===== config.mk =====
export PLATFORM = sky130hd
export DESIGN_NAME = hill_cipher_encrypt
export DESIGN_NICKNAME = d
export VERILOG_FILES = /design/src/hw/rtl/hce_pkg.sv /design/src/hw/rtl/hce_front.sv /design/src/hw/rtl/hce_queue.sv /design/src/hw/rtl/hce_back.sv /design/src/hw/rtl/hill_cipher_encrypt.sv
export VERILOG_INCLUDE_DIRS = /design/src /design/src/hw/rtl
export SDC_FILE = /design/constraint.sdc
export NUM_CORES = 1
export LEC_CHECK = 0
export BUFFER_PORTS_ARGS = -buffer_cell sky130_fd_sc_hd__buf_4
export CAP_MARGIN = 10
export CORE_MARGIN = 3
export CORE_UTILIZATION = 51
export DETAILED_ROUTE_END_ITERATION = 10
export PLACE_DENSITY = 0.68
export SYNTH_ARGS = -nofsm -noshare
export SYNTH_HDL_FRONTEND = slang
export SYNTH_SLANG_ARGS = --single-unit

===== constraint.sdc =====
create_clock -name i_clk -period 17.65 [get_ports i_clk]
set_clock_uncertainty 0.05 [all_clocks]
set_input_delay 0.8825 -clock i_clk [delete_from_list [all_inputs] [get_ports i_clk]]
set_output_delay 0.8825 -clock i_clk [all_outputs]
set_load 0.005 [all_outputs]

===== src/hw/rtl/hill_cipher_encrypt_assert.svh =====
// ----------------------------------------------------------------------------
// Hill cipher encryptor assertion macros
// Shared property wrappers, clocked on i_clk and disabled during reset.
// ----------------------------------------------------------------------------
`ifndef HILL_CIPHER_ENCRYPT_ASSERT_SVH
`define HILL_CIPHER_ENCRYPT_ASSERT_SVH

// Consequent must hold in the same cycle as the antecedent.
`define HCE_ASSERT_SAME(lbl, ante, cons, msg) \
    lbl: assert property (@(posedge i_clk) disable iff (!i_rst_n) (ante) |-> (cons)) \
        else $error(msg);

// Consequent must hold in the cycle after the antecedent.
`define HCE_ASSERT_NEXT(lbl, ante, cons, msg) \
    lbl: assert property (@(posedge i_clk) disable iff (!i_rst_n) (ante) |=> (cons)) \
        else $error(msg);

`endif


===== src/hw/rtl/hce_pkg.sv =====
// ----------------------------------------------------------------------------
// Hill cipher encryptor package
// Shared constants, register indexes and block types.
// ----------------------------------------------------------------------------
package hce_pkg;

    localparam int MAX_N      = 6;
    localparam int LETTER_W   = 5;
    localparam int N_W        = 3;
    localparam int KEY_WORD_W = 60;
    localparam int KEY_ROW_W  = MAX_N * LETTER_W;
    localparam int KEY_ALL_W  = 3 * KEY_WORD_W;
    localparam int PROD_W     = 2 * LETTER_W;
    localparam int SUM_W      = 13;
    localparam int QUOT_W     = 8;

    localparam logic [LETTER_W-1:0] PAD_LETTER = 5'd23;
    localparam logic [6:0]          ASCII_A_LC = 7'd97;
    localparam logic [5:0]          ALPHA      = 6'd26;
    // floor(2^16 / 26) rounded down; quotient is exact or one low.
    localparam logic [11:0]         RECIP_26   = 12'd2520;

    // Configuration register indexes.
    localparam logic [1:0] CFG_KEY_SIZE = 2'd0;
    localparam logic [1:0] CFG_KEY_W0   = 2'd1;
    localparam logic [1:0] CFG_KEY_W1   = 2'd2;
    localparam logic [1:0] CFG_KEY_W2   = 2'd3;

    // One complete plaintext block handed from front to back.
    typedef struct packed {
        logic [MAX_N-1:0][LETTER_W-1:0] letters;
        logic [N_W-1:0]                 n;
        logic                           done;
    } t_block;

    // Configuration view seen by the front end.
    typedef struct packed {
        logic [N_W-1:0] n;
        logic           clr;
    } t_cfg_view;

endpackage


===== src/hw/rtl/hce_front.sv =====
// ----------------------------------------------------------------------------
// Hill cipher front end
// Classifies input bytes, collects letters and pushes full or padded blocks.
// ----------------------------------------------------------------------------
module hce_front (
    input  logic                i_clk,
    input  logic                i_rst_n,
    input  hce_pkg::t_cfg_view  i_cfg,
    input  logic                i_s_tvalid,
    output logic                o_s_tready,
    input  logic [7:0]          i_s_tdata,
    input  logic                i_s_tlast,
    input  logic                i_q_full,
    output logic                o_q_push,
    output hce_pkg::t_block     o_q_data
);
    import hce_pkg::*;

    logic [MAX_N-1:0][LETTER_W-1:0] r_buf;
    logic [N_W-1:0]                 r_fill;
    logic [N_W-1:0]                 n_fill;
    logic [N_W-1:0]                 eff_fill;
    logic [N_W-1:0]                 cnt_after;
    logic [LETTER_W-1:0]            letter;
    logic                           is_upper;
    logic                           is_lower;
    logic                           has_letter;
    logic                           accept;
    logic                           full_blk;
    logic                           flush;

    assign o_s_tready = !i_q_full;
    assign accept     = i_s_tvalid && o_s_tready;

    // Letter classification and case folding.
    always_comb begin
        is_upper   = (i_s_tdata >= 8'd65) && (i_s_tdata <= 8'd90);
        is_lower   = (i_s_tdata >= 8'd97) && (i_s_tdata <= 8'd122);
        has_letter = is_upper || is_lower;
        if (is_upper) begin
            letter = LETTER_W'(i_s_tdata - 8'd65);
        end else begin
            letter = LETTER_W'(i_s_tdata - 8'd97);
        end
    end

    // Block completion and end-of-message flush.
    always_comb begin
        eff_fill  = (r_fill >= i_cfg.n) ? '0 : r_fill;
        cnt_after = eff_fill + N_W'(has_letter);
        full_blk  = has_letter && (cnt_after >= i_cfg.n);
        flush     = i_s_tlast && (cnt_after != '0) && !full_blk;
        o_q_push  = accept && (full_blk || flush);
    end

    // Block payload: held letters, the new letter, then padding.
    always_comb begin
        for (int k = 0; k < MAX_N; k++) begin
            if (N_W'(k) >= i_cfg.n) begin
                o_q_data.letters[k] = '0;
            end else if (has_letter && (N_W'(k) == eff_fill)) begin
                o_q_data.letters[k] = letter;
            end else if (N_W'(k) < eff_fill) begin
                o_q_data.letters[k] = r_buf[k];
            end else begin
                o_q_data.letters[k] = PAD_LETTER;
            end
        end
        o_q_data.n    = i_cfg.n;
        o_q_data.done = i_s_tlast;
    end

    // Fill count update.
    always_comb begin
        n_fill = r_fill;
        if (i_cfg.clr) begin
            n_fill = '0;
        end else if (accept) begin
            n_fill = (full_blk || flush) ? '0 : cnt_after;
        end
    end

    always_ff @(posedge i_clk) begin
        if (!i_rst_n) begin
            r_fill <= '0;
        end else begin
            r_fill <= n_fill;
        end
    end

    // Letter store, written at the current fill position.
    always_ff @(posedge i_clk) begin
        if (accept && has_letter) begin
            r_buf[eff_fill] <= letter;
        end
    end

endmodule


===== src/hw/rtl/hce_queue.sv =====
// ----------------------------------------------------------------------------
// Hill cipher block queue
// Two-entry queue of plaintext blocks between front and back ends.
// ----------------------------------------------------------------------------
module hce_queue (
    input  logic            i_clk,
    input  logic            i_rst_n,
    input  logic            i_push,
    input  hce_pkg::t_block i_push_data,
    output logic            o_full,
    input  logic            i_pop,
    output hce_pkg::t_block o_pop_data,
    output logic            o_empty
);
    import hce_pkg::*;

    t_block      r_mem [2];
    logic        r_wr;
    logic        r_rd;
    logic [1:0]  r_cnt;

    assign o_full     = (r_cnt == 2'd2);
    assign o_empty    = (r_cnt == 2'd0);
    assign o_pop_data = r_mem[r_rd];

    // Pointer and occupancy tracking.
    always_ff @(posedge i_clk) begin
        if (!i_rst_n) begin
            r_wr  <= 1'b0;
            r_rd  <= 1'b0;
            r_cnt <= '0;
        end else begin
            if (i_push) begin
                r_wr <= !r_wr;
            end
            if (i_pop) begin
                r_rd <= !r_rd;
            end
            r_cnt <= r_cnt + 2'(i_push) - 2'(i_pop);
        end
    end

    // Entry storage.
    always_ff @(posedge i_clk) begin
        if (i_push) begin
            r_mem[r_wr] <= i_push_data;
        end
    end

endmodule


===== src/hw/rtl/hce_back.sv =====
// ----------------------------------------------------------------------------
// Hill cipher back end
// Key matrix times queued blocks: one cipher letter a cycle unless stalled.
// ----------------------------------------------------------------------------
`include "hill_cipher_encrypt_assert.svh"

module hce_back (
    input  logic                           i_clk,
    input  logic                           i_rst_n,
    input  logic [hce_pkg::KEY_ALL_W-1:0]  i_key_all,
    input  logic                           i_q_empty,
    input  hce_pkg::t_block                i_q_data,
    output logic                           o_q_pop,
    output logic                           o_m_tvalid,
    input  logic                           i_m_tready,
    output logic [7:0]                     o_m_tdata,
    output logic                           o_m_tlast,
    output logic                           o_m_tuser
);
    import hce_pkg::*;

    logic                            en;
    logic                            issue;
    logic                            row_last;
    logic [N_W-1:0]                  r_row;
    logic [KEY_ROW_W-1:0]            key_row;

    logic                            r_a_vld;
    logic [MAX_N-1:0][PROD_W-1:0]    r_a_prod;
    logic                            r_a_last;
    logic                            r_a_done;

    logic                            r_b_vld;
    logic [SUM_W-1:0]                r_b_sum;
    logic [SUM_W-1:0]                n_b_sum;
    logic                            r_b_last;
    logic                            r_b_done;

    logic                            r_c_vld;
    logic [SUM_W-1:0]                r_c_sum;
    logic [QUOT_W-1:0]               r_c_quot;
    logic [SUM_W+11:0]               quot_prod;
    logic                            r_c_last;
    logic                            r_c_done;

    logic [SUM_W-1:0]                rem_wide;
    logic [5:0]                      rem;
    logic [LETTER_W-1:0]             rem_fix;

    logic                            r_out_vld;
    logic [6:0]                      r_out_byte;
    logic                            r_out_last;
    logic                            r_out_done;

    // Whole pipeline advances when the output register can take a letter.
    assign en       = !r_out_vld || i_m_tready;
    assign issue    = en && !i_q_empty;
    assign row_last = (r_row == i_q_data.n - N_W'(1));
    assign o_q_pop  = issue && row_last;

    // Key row for the letter being issued.
    always_comb begin
        case (r_row)
            3'd0:    key_row = i_key_all[0*KEY_ROW_W +: KEY_ROW_W];
            3'd1:    key_row = i_key_all[1*KEY_ROW_W +: KEY_ROW_W];
            3'd2:    key_row = i_key_all[2*KEY_ROW_W +: KEY_ROW_W];
            3'd3:    key_row = i_key_all[3*KEY_ROW_W +: KEY_ROW_W];
            3'd4:    key_row = i_key_all[4*KEY_ROW_W +: KEY_ROW_W];
            3'd5:    key_row = i_key_all[5*KEY_ROW_W +: KEY_ROW_W];
            default: key_row = '0;
        endcase
    end

    // Row sequencer within the head block.
    always_ff @(posedge i_clk) begin
        if (!i_rst_n) begin
            r_row <= '0;
        end else if (issue) begin
            r_row <= row_last ? '0 : r_row + N_W'(1);
        end
    end

    // Stage A: one product per column; unused columns carry zero letters.
    always_ff @(posedge i_clk) begin
        if (en) begin
            for (int k = 0; k < MAX_N; k++) begin
                r_a_prod[k] <= PROD_W'(key_row[k*LETTER_W +: LETTER_W]) *
                               PROD_W'(i_q_data.letters[k]);
            end
            r_a_last <= row_last;
            r_a_done <= row_last && i_q_data.done;
        end
    end

    // Stage B: sum of the products.
    always_comb begin
        n_b_sum = '0;
        for (int k = 0; k < MAX_N; k++) begin
            n_b_sum = n_b_sum + SUM_W'(r_a_prod[k]);
        end
    end

    always_ff @(posedge i_clk) begin
        if (en) begin
            r_b_sum  <= n_b_sum;
            r_b_last <= r_a_last;
            r_b_done <= r_a_done;
        end
    end

    // Stage C: quotient estimate by reciprocal multiplication.
    assign quot_prod = (SUM_W+12)'(r_b_sum) * (SUM_W+12)'(RECIP_26);

    always_ff @(posedge i_clk) begin
        if (en) begin
            r_c_sum  <= r_b_sum;
            r_c_quot <= quot_prod[16 +: QUOT_W];
            r_c_last <= r_b_last;
            r_c_done <= r_b_done;
        end
    end

    // Remainder with a single correction step, then ASCII offset.
    always_comb begin
        rem_wide = r_c_sum - SUM_W'(r_c_quot) * SUM_W'(ALPHA);
        rem      = rem_wide[5:0];
        if (rem >= ALPHA) begin
            rem_fix = LETTER_W'(rem - ALPHA);
        end else begin
            rem_fix = LETTER_W'(rem);
        end
    end

    always_ff @(posedge i_clk) begin
        if (en) begin
            r_out_byte <= ASCII_A_LC + 7'(rem_fix);
            r_out_last <= r_c_last;
            r_out_done <= r_c_done;
        end
    end

    // Valid bits of the stages.
    always_ff @(posedge i_clk) begin
        if (!i_rst_n) begin
            r_a_vld   <= 1'b0;
            r_b_vld   <= 1'b0;
            r_c_vld   <= 1'b0;
            r_out_vld <= 1'b0;
        end else if (en) begin
            r_a_vld   <= issue;
            r_b_vld   <= r_a_vld;
            r_c_vld   <= r_b_vld;
            r_out_vld <= r_c_vld;
        end
    end

    assign o_m_tvalid = r_out_vld;
    assign o_m_tdata  = {1'b0, r_out_byte};
    assign o_m_tlast  = r_out_last;
    assign o_m_tuser  = r_out_done;

    `HCE_ASSERT_SAME(a_row_in_block, !i_q_empty, r_row < i_q_data.n, "row beyond block")
    `HCE_ASSERT_NEXT(a_row_wraps, o_q_pop, r_row == '0, "row did not wrap after block")
    `HCE_ASSERT_SAME(a_letter_range, o_m_tvalid,
        (o_m_tdata >= 8'd97) && (o_m_tdata <= 8'd122), "cipher letter out of range")
    `HCE_ASSERT_SAME(a_done_on_last, o_m_tvalid && o_m_tuser, o_m_tlast,
        "message end not on block end")

endmodule


===== src/hw/rtl/hill_cipher_encrypt.sv =====
// ----------------------------------------------------------------------------
// Hill cipher encryptor, top level
// Letter stream in, Hill cipher ciphertext letters out, key set by writes.
// ----------------------------------------------------------------------------
// Channel   Direction  Content
// s_*       in         tdata[7:0] byte, tlast end of message
// m_*       out        tdata[6:0] letter (bit 7 zero), tlast block end,
//                      tuser message end
// cfg_*     in         idx 0 key size, 1..3 key words, data 60 bits
//
// The front end takes one byte per cycle; a finished block goes into a
// two-entry queue, and the input stalls only while that queue is full.
// The back end drains a block of n letters, one letter per cycle while
// the output is not stalled, through a four-register multiply, sum and
// modulo pipeline (stages A, B, C, output), fed from the queue entry.
// Reset is synchronous, active low; no clearing pass is needed.
// ----------------------------------------------------------------------------
module hill_cipher_encrypt (
    input  logic        i_clk,
    input  logic        i_rst_n,
    input  logic        i_cfg_wen,
    input  logic [1:0]  i_cfg_idx,
    input  logic [59:0] i_cfg_data,
    input  logic        i_s_tvalid,
    output logic        o_s_tready,
    input  logic [7:0]  i_s_tdata,   // in_byte [7:0]
    input  logic        i_s_tlast,
    output logic        o_m_tvalid,
    input  logic        i_m_tready,
    output logic [7:0]  o_m_tdata,   // cipher_byte [6:0], zero [7]
    output logic        o_m_tlast,
    output logic        o_m_tuser    // message_done [0]
);
    import hce_pkg::*;

    logic [N_W-1:0]        r_key_size;
    logic [KEY_WORD_W-1:0] r_key_w0;
    logic [KEY_WORD_W-1:0] r_key_w1;
    logic [KEY_WORD_W-1:0] r_key_w2;
    t_cfg_view             cfg_view;
    t_block                push_data;
    t_block                pop_data;
    logic                  q_push;
    logic                  q_pop;
    logic                  q_full;
    logic                  q_empty;

    // Configuration registers.
    always_ff @(posedge i_clk) begin
        if (!i_rst_n) begin
            r_key_size <= N_W'(1);
            r_key_w0   <= '0;
            r_key_w1   <= '0;
            r_key_w2   <= '0;
        end else if (i_cfg_wen) begin
            case (i_cfg_idx)
                CFG_KEY_SIZE: r_key_size <= i_cfg_data[N_W-1:0];
                CFG_KEY_W0:   r_key_w0   <= i_cfg_data;
                CFG_KEY_W1:   r_key_w1   <= i_cfg_data;
                CFG_KEY_W2:   r_key_w2   <= i_cfg_data;
                default:      r_key_w0   <= r_key_w0;
            endcase
        end
    end

    // Block length clamped to 1..MAX_N; a key size write drops a partial block.
    always_comb begin
        if (r_key_size == '0) begin
            cfg_view.n = N_W'(1);
        end else if (r_key_size > N_W'(MAX_N)) begin
            cfg_view.n = N_W'(MAX_N);
        end else begin
            cfg_view.n = r_key_size;
        end
        cfg_view.clr = i_cfg_wen && (i_cfg_idx == CFG_KEY_SIZE);
    end

    hce_front u_front (
        .i_clk      (i_clk),
        .i_rst_n    (i_rst_n),
        .i_cfg      (cfg_view),
        .i_s_tvalid (i_s_tvalid),
        .o_s_tready (o_s_tready),
        .i_s_tdata  (i_s_tdata),
        .i_s_tlast  (i_s_tlast),
        .i_q_full   (q_full),
        .o_q_push   (q_push),
        .o_q_data   (push_data)
    );

    hce_queue u_queue (
        .i_clk       (i_clk),
        .i_rst_n     (i_rst_n),
        .i_push      (q_push),
        .i_push_data (push_data),
        .o_full      (q_full),
        .i_pop       (q_pop),
        .o_pop_data  (pop_data),
        .o_empty     (q_empty)
    );

    hce_back u_back (
        .i_clk      (i_clk),
        .i_rst_n    (i_rst_n),
        .i_key_all  ({r_key_w2, r_key_w1, r_key_w0}),
        .i_q_empty  (q_empty),
        .i_q_data   (pop_data),
        .o_q_pop    (q_pop),
        .o_m_tvalid (o_m_tvalid),
        .i_m_tready (i_m_tready),
        .o_m_tdata  (o_m_tdata),
        .o_m_tlast  (o_m_tlast),
        .o_m_tuser  (o_m_tuser)
    );

endmodule

==> impl_metrics.toml, run 1 <==
[detailed_routing]
routed_wirelength_um = 55580
drt-vias-per-instance = 5.422
num_vias = 17160
dr.pass1.iters = 7
starting_drc_count_in_detailed_routing = 1157
ant_nets = 0
detail_route.wl_per_cell_um = 17.56
drt_drc_violations_left = 0

[setup_path]
critPathKind = "flop to flop"
endpoint_kind = "flop"
largest_stage_delay_worst_path_ns = 0.56
critical_path.most_common_cell = "sky130_fd_sc_hd__o21ai_0"
cp-start-kind = "flop"
worstPathCellList = "buf_4 > ha_1 > ha_1 > buf_4 > a22oi_1 > o21ai_0 > nor2_1 > o21ai_0 > o21ai_0 > or2_2 > fa_1 > fa_1 > fa_1 > inv_1 > ha_1 > a21oi_1 > o21bai_1 > a21oi_1 > nor2b_1 > o21ai_0 > nand2b_1 > xnor2_1"
cp_slowest_cell = "sky130_fd_sc_hd__fa_1"
cp.arrival_ns = 6.36
cp_data_required_time_ns = 17.93
worst-path-max-fanout = 33

[yosys]
synth.yosys.warnings = 0
synth_top_family_by_area = "adder cells"
synth_area_leaders = "sky130_fd_sc_hd__edfxtp_1, sky130_fd_sc_hd__dfxtp_1, sky130_fd_sc_hd__ha_1"
synth_top_area_frac = 0.2449
number_of_enable_type_register_cells_in_the_synthesized_netlist = 197
synth-xor-area-share = 0.02963
synth-seq-cells = 395
synthDominantAreaCellType = "sky130_fd_sc_hd__edfxtp_1"
synth_simple_gate_area_frac = 0.1271
synth-adder-area-share = 0.2093
synthesis.area_per_instance_um2 = 9.779
synth.net_count = 2875
synthDistinctLibCells = 60
ys_seq_area_frac = 0.4090
async_flop_share = 0
synth_commonest_cells = "sky130_fd_sc_hd__nand2_1, sky130_fd_sc_hd__inv_1, sky130_fd_sc_hd__ha_1"
mapped_cell_area_um2 = 24150
synth.mux.area_fraction = 0.02248
synth_top_flop_cell = "sky130_fd_sc_hd__dfxtp_1"
yosysMostFrequentCell = "sky130_fd_sc_hd__nand2_1"
post_synth_inst_count = 2470
synth-compound-area-share = 0.1456

[grt]
grt.overflow.total = 0
globalRouteTotalUtil = 0.2267
wire_length_of_the_first_global_routing_pass_um = 91450
grt_pass1_vias = 17680
grt_antenna_before_repair = 0
grt_start_max_net_pins = 122

[timing]
final.hold.worst_slack_ns = 0.3647
timing_hold_violations_final = 0
timing.final.setup_violations = 0
report.final.slew_viol_count = 0
min_period_over_period = 0.3444
setup_repair_after_global_routing_missed_its_margin = "false"
maxClockFrequency_mhz = 164.5
tightest_slew_ns = 1.037
slew-limit-headroom = 0.3039
totalNegativeSetupSlack_ns = 0
final.setup.worst_slack_ns = 11.57
period_minus_slack_ns = 6.079

[power]
switching_share = 0.3634
power_frac_clock = 0.262
p_int_uw = 2287
pwr_density_cell_nw_per_um2 = 133.7
max-vdd-ir-drop_mv = 0.1469
leakage_uw = 0.01138
power_share_of_the_sequential_group = 0.315
switching_power_uw = 1306
power_frac_comb = 0.422

[placed_design]
globalplace.congestion = 0.8848
io_buffers = 86
pre_cts_ws_ns = 11.64
numPlacedInstances = 3084
detailed_place_hpwl_um = 39810

[clock_tree]
cts-buffers-inserted = 44
clk_pin_slew_ns = 0.06
cts.path.max_buffers = 3
clock-root-buffer = "sky130_fd_sc_hd__clkbuf_16"
cts_tree = "built"
clock_latency_ns = 0.60
cts.hold.buffers_added = 0
cts-htree-levels = 2
cts_num_sinks = 395
number_of_buffers_added_for_setup_after_cts = 0
cts_repair_resize_count = 0

[final_layout]
seq_area_um2 = 9882
multi_input_comb_area_um2 = 12940
flow.area_growth_from_synthesis_pct = 11.26
final_core_utilization = 0.5760
proportion_of_layout_cells_with_a_drive_suffix_above_1 = 0.09773
antenna_cells_inserted = 0
finish.cell_count_without_fillers = 3165
num-fill-cells = 3998
fin_nets = 2928

[floorplan]
die_width_um = 223.6
core-area_um2 = 46650
pin_count = 88
floorplan.rows = 79
die_height_um = 223.6
effective_utilization_at_floorplan = 0.5177
floorplan_die_area_um2 = 50010

[job]
count_of_max_cap_constraint_violations = 0

[outcome]
status = "finished, final reports clean"

[hold_path]
hold_class = "flop to flop"
sequential cells by signal, summed over array words and instances, names as in the netlist, 2 cells and up, named ones only:
register / count
r_key_size: 3
r_key_w0: 60
r_key_w1: 60
r_key_w2: 60
u_back.r_a_prod: 60
u_back.r_b_sum: 13
u_back.r_c_quot: 5
u_back.r_c_sum: 6
u_back.r_out_byte: 7
u_back.r_row: 3
u_front.r_buf: 30
u_front.r_fill: 3
u_queue.r_cnt: 2
u_queue.r_mem: 68
power groups by stage:
stage	clock network, uW	registers (uW)	logic, uW
after floorplan	0	1130	1190
after global placement	0	1150	1450
after detailed placement	0	1150	1530
after CTS	958	1130	1540
after global routing	998	1140	1760
final	943	1130	1520
path summary, 6_finish.rpt:
path	start	endpoint	slack, ns	cells after the start
hold reg to reg	u_back.r_a_last$_DFFE_PP_	u_back.r_b_last$_DFFE_PP_	0.36	0
setup / recovery	u_back.r_row[1]$_SDFFE_PN0P_	u_back.r_a_prod[49]$_DFFE_PP_	11.57	22
setup reg to reg	u_back.r_row[1]$_SDFFE_PN0P_	u_back.r_a_prod[49]$_DFFE_PP_	11.57	22
hold / removal	u_back.r_a_last$_DFFE_PP_	u_back.r_b_last$_DFFE_PP_	0.36	0
routing by layer:
| metal | track usage | wire, um | vias up | share of wire |
|---|---|---|---|---|
| met4 | 0.07016 | 1346 | 0 | 0.024 |
| met1 | 0.3038 | 25110 | 8355 | 0.45 |
| met2 | 0.3905 | 26870 | 363 | 0.48 |
| met5 | 0 | 0 | - | 0 |
| met3 | 0.02385 | 2255 | 76 | 0.041 |
| li1 | - | - | 8366 | - |
layout by cell type, fill, tap and decap left out, types with 7 or more instances in the layout:
cell | Yosys | routed
sky130_fd_sc_hd__nand2_1 | 434 | 434
sky130_fd_sc_hd__inv_1 | 262 | 261
sky130_fd_sc_hd__ha_1 | 204 | 204
sky130_fd_sc_hd__edfxtp_1 | 197 | 197
sky130_fd_sc_hd__dfxtp_1 | 198 | 196
sky130_fd_sc_hd__a21boi_0 | 184 | 184
sky130_fd_sc_hd__nor2_1 | 151 | 149
sky130_fd_sc_hd__fa_1 | 125 | 125
sky130_fd_sc_hd__buf_4 | 1 | 108
sky130_fd_sc_hd__a21oi_1 | 85 | 85
sky130_fd_sc_hd__o21ai_0 | 70 | 70
sky130_fd_sc_hd__xnor2_1 | 64 | 64
sky130_fd_sc_hd__clkbuf_16 | 0 | 45
sky130_fd_sc_hd__a22oi_1 | 44 | 44
sky130_fd_sc_hd__or2_2 | 41 | 41
sky130_fd_sc_hd__mux2i_1 | 34 | 34
sky130_fd_sc_hd__o21a_1 | 31 | 31
sky130_fd_sc_hd__o21ai_1 | 28 | 28
sky130_fd_sc_hd__nor2b_1 | 26 | 26
sky130_fd_sc_hd__nand2b_1 | 22 | 22
sky130_fd_sc_hd__mux2_2 | 18 | 18
sky130_fd_sc_hd__o21bai_1 | 18 | 18
sky130_fd_sc_hd__a21o_1 | 16 | 16
sky130_fd_sc_hd__xor2_1 | 15 | 15
sky130_fd_sc_hd__and2_1 | 15 | 15
sky130_fd_sc_hd__nor3_1 | 11 | 10
sky130_fd_sc_hd__clkbuf_1 | 95 | 9
sky130_fd_sc_hd__clkinv_2 | 0 | 9
sky130_fd_sc_hd__o22ai_1 | 7 | 7
cells by family (layout without fill, tap and decap cells):
family,after synthesis,after routing
compound gates,523,523
xor+xnor,80,80
fa+ha+maj,329,329
buf+inv,364,452
flops,395,395
mux,52,52
other cells,1,1
simple gates,726,726
critical path: cells and delay by family (launching register included):
family          cells  cell delay [ns]
buf+inv             3             0.79
simple gates        4             0.64
xor+xnor            1             0.13
fa+ha+maj           6             2.27
compound gates      8             1.50
flops               1             0.38
per-stage QoR:
stage | power [uW] | instance area [um2]
floorplan | 2326 | 24150
global route | 3899 | 26870
global placement | 2604 | 25380
finish | 3593 | 26870
detailed placement | 2685 | 25380
CTS | 3633 | 26870
layout make-up:
cell class / instances / area share
clock buffers: 58 / 0.04521
multi-input cells: 1711 / 0.4814
clock inverters: 23 / 0.01038
well taps: 607 / 0.02826
repair buffers: 108 / 0.03017
flip-flops and latches: 395 / 0.3677
inverters: 263 / 0.03683
Note: power is estimated with default switching activity, not from simulation.
==> run 2: changes to the inputs <==
ABC_AREA = 1   (was not set)
PLACE_DENSITY = 0.7   (was 0.68)
clock period = 5.1 ns   (was 17.65 ns; I/O delays follow)
==> run 2 against run 1 <==
Net effect: via count increased by 8.1%; core utilization grew 1.9 points; area after synthesis hardly changed; count of clock-buffer cells in the layout increased by 7; worst setup slack got worse by 11 ns; sequential power rose to 3.7 times the previous value; sequential share of layout area decreased by 1.2 points; wire length increased by 0.89%; cell area increased by 3.3%; flip-flop and latch count unchanged; maximum frequency up 25%; largest cell class unchanged; largest power group unchanged; highest routed layer unchanged.
==> impl_metrics.toml, run 2 <==
[yosys]
synthesis.area_per_instance_um2 = 8.966
synth_simple_gate_area_frac = 0.1192
synth-seq-cells = 395
number_of_enable_type_register_cells_in_the_synthesized_netlist = 197
yosysMostFrequentCell = "sky130_fd_sc_hd__inv_1"
post_synth_inst_count = 2693
synth-compound-area-share = 0.1342
synth.net_count = 3098
synth_top_area_frac = 0.2450
ys_seq_area_frac = 0.4092
synth.yosys.warnings = 0
synth.mux.area_fraction = 0.0004146
synth-xor-area-share = 0.02607
synth_commonest_cells = "sky130_fd_sc_hd__inv_1, sky130_fd_sc_hd__nand2_1, sky130_fd_sc_hd__nor2_1"
synth_area_leaders = "sky130_fd_sc_hd__edfxtp_1, sky130_fd_sc_hd__dfxtp_1, sky130_fd_sc_hd__ha_1"
mapped_cell_area_um2 = 24140
synthDominantAreaCellType = "sky130_fd_sc_hd__edfxtp_1"
async_flop_share = 0
synth_top_flop_cell = "sky130_fd_sc_hd__dfxtp_1"
synth_top_family_by_area = "adder cells"
synth-adder-area-share = 0.2094
synthDistinctLibCells = 61

[grt]
grt.overflow.total = 0
grt_pass1_vias = 19120
globalRouteTotalUtil = 0.2284
grt_start_max_net_pins = 115
grt_antenna_before_repair = 0
wire_length_of_the_first_global_routing_pass_um = 93450

[placed_design]
pre_cts_ws_ns = 0.02630
globalplace.congestion = 0.8645
io_buffers = 86
detailed_place_hpwl_um = 41230

[setup_path]
endpoint_kind = "flop"
worst-path-max-fanout = 12
cp.arrival_ns = 5.14
regToRegSetupSlack_ns = 0.22
cp-start-kind = "flop"
critPathKind = "flop to flop"
cp_data_required_time_ns = 5.36

[detailed_routing]
starting_drc_count_in_detailed_routing = 1291
detail_route.wl_per_cell_um = 16.00
ant_nets = 0
drt_drc_violations_left = 0
dr.pass1.iters = 5
drt-vias-per-instance = 5.294
num_vias = 18550
routed_wirelength_um = 56070

[hold_path]
hold_class = "input pin to flop"

[timing]
report.final.slew_viol_count = 0
tightest_slew_ns = 1.065
timing.final.setup_violations = 0
timing_hold_violations_final = 0
final.setup.worst_slack_ns = 0.2222
min_period_over_period = 0.9564
setup_repair_after_global_routing_missed_its_margin = "true"
period_minus_slack_ns = 4.878
maxClockFrequency_mhz = 205.0
slew-limit-headroom = 0.2824

[final_layout]
final_cell_mix = "sky130_fd_sc_hd__inv_1, sky130_fd_sc_hd__nand2_1, sky130_fd_sc_hd__nor2_1, sky130_fd_sc_hd__o21ai_0, sky130_fd_sc_hd__a21oi_1"
mostFrequentLayoutCell = "sky130_fd_sc_hd__inv_1"
largest_register_ff_count = 68
multi_input_comb_area_um2 = 11910
proportion_of_layout_cells_with_a_drive_suffix_above_1 = 0.1032
flow.area_growth_from_synthesis_pct = 14.97
num-fill-cells = 3936
final_core_utilization = 0.5950
fin_nets = 3269
top_reg_by_flops = "u_queue.r_mem"
seq_area_um2 = 9884
antenna_cells_inserted = 0

[floorplan]
die_height_um = 223.6
pin_count = 88
core-area_um2 = 46650
die_width_um = 223.6
floorplan_die_area_um2 = 49990
effective_utilization_at_floorplan = 0.5175
floorplan.rows = 79

[clock_tree]
cts-htree-levels = 2
clock-root-buffer = "sky130_fd_sc_hd__clkbuf_16"
clock_latency_ns = 0.57
clk_pin_slew_ns = 0.06
cts.path.max_buffers = 3
cts_num_sinks = 395
cts-buffers-inserted = 43
cts_tree = "built"

[job]
count_of_max_cap_constraint_violations = 0

[power]
leakage_uw = 0.01292
pwr_density_cell_nw_per_um2 = 554.4
max-vdd-ir-drop_mv = 0.8271

[outcome]
status = "finished, final reports clean"
## run 2: final timing paths
check	depth (start not counted)	endpoint	from
setup / recovery	21	u_back.r_a_prod[9]$_DFFE_PP_	u_back.r_row[0]$_SDFFE_PN0P_
hold / removal	4	r_key_size[0]$_SDFFE_PN1P_	i_cfg_idx[1]
setup reg to reg	21	u_back.r_a_prod[9]$_DFFE_PP_	u_back.r_row[0]$_SDFFE_PN0P_
hold reg to reg	0	u_back.r_b_last$_DFFE_PP_	u_back.r_a_last$_DFFE_PP_
## run 2: repair_timing
item,CTS,global route
endpoints found under the hold margin,185,0
hold buffers,63,0
resized for setup,0,21
setup buffers,0,6
setup endpoints to repair,0,18
## run 2: stage by stage
step | setup TNS, ns | area [um2] | power (uW) | cells | hold WS, ns
CTS | 0 | 27630 | 15490 | 3497 | 0.001870
detailed placement | 0 | 25660 | 12400 | 3356 | 0.3559
global placement | 0 | 25660 | 12040 | 3356 | 0.3677
finish | 0 | 27760 | 15390 | 3504 | 0.02650
global route | -0.03292 | 27760 | 17010 | 3504 | 0.08214
floorplan | 0 | 24140 | 10470 | 2693 | 0.3039
## run 2: layer usage
layer | routed length, um | track usage
met1 | 24640 | 0.2996
met2 | 27190 | 0.3964
met3 | 2818 | 0.02922
met4 | 1421 | 0.07243
met5 | 0 | 0
## run 2: cell families after synthesis
kind of cell,after synthesis
buf+inv,633
fa+ha+maj,329
compound gates,570
xor+xnor,71
simple gates,693
mux,1
other cells,1
flops,395
## run 2: worst max-delay path: stages, from the launching register on
cell and delay [ns]:
sky130_fd_sc_hd__dfxtp_2 0.35, sky130_fd_sc_hd__inv_1 0.11, sky130_fd_sc_hd__ha_1 0.23, sky130_fd_sc_hd__nand2_1 0.11, sky130_fd_sc_hd__inv_4 0.17, sky130_fd_sc_hd__buf_4 0.18
sky130_fd_sc_hd__a22o_1 0.21, sky130_fd_sc_hd__o31ai_4 0.09, sky130_fd_sc_hd__or2_2 0.31, sky130_fd_sc_hd__fa_1 0.52, sky130_fd_sc_hd__fa_1 0.52, sky130_fd_sc_hd__fa_1 0.55
sky130_fd_sc_hd__inv_1 0.04, sky130_fd_sc_hd__ha_1 0.34, sky130_fd_sc_hd__nand3_1 0.10, sky130_fd_sc_hd__nand3_1 0.12, sky130_fd_sc_hd__a21oi_1 0.08, sky130_fd_sc_hd__o21bai_1 0.21
sky130_fd_sc_hd__nand2_1 0.08, sky130_fd_sc_hd__nand2_1 0.06, sky130_fd_sc_hd__a21oi_1 0.06, sky130_fd_sc_hd__xnor2_1 0.12
## run 2: layout make-up
cell class / count / area share
inverter: 542 / 0.07388
clock inverter: 13 / 0.003876
timing repair inverter: 1 / 0.0002705
multi-input combinational: 1665 / 0.4292
tap: 607 / 0.02736
clock buffer: 65 / 0.04431
timing repair buffer: 216 / 0.06500
sequential: 395 / 0.3561
## run 2: report_power, final
group          total, uW  internal [uW]  switching, uW
sequential          4170           3910            259
clock               2980           1720           1260
combinational       8240           3230           5000
total              15400           8860           6520
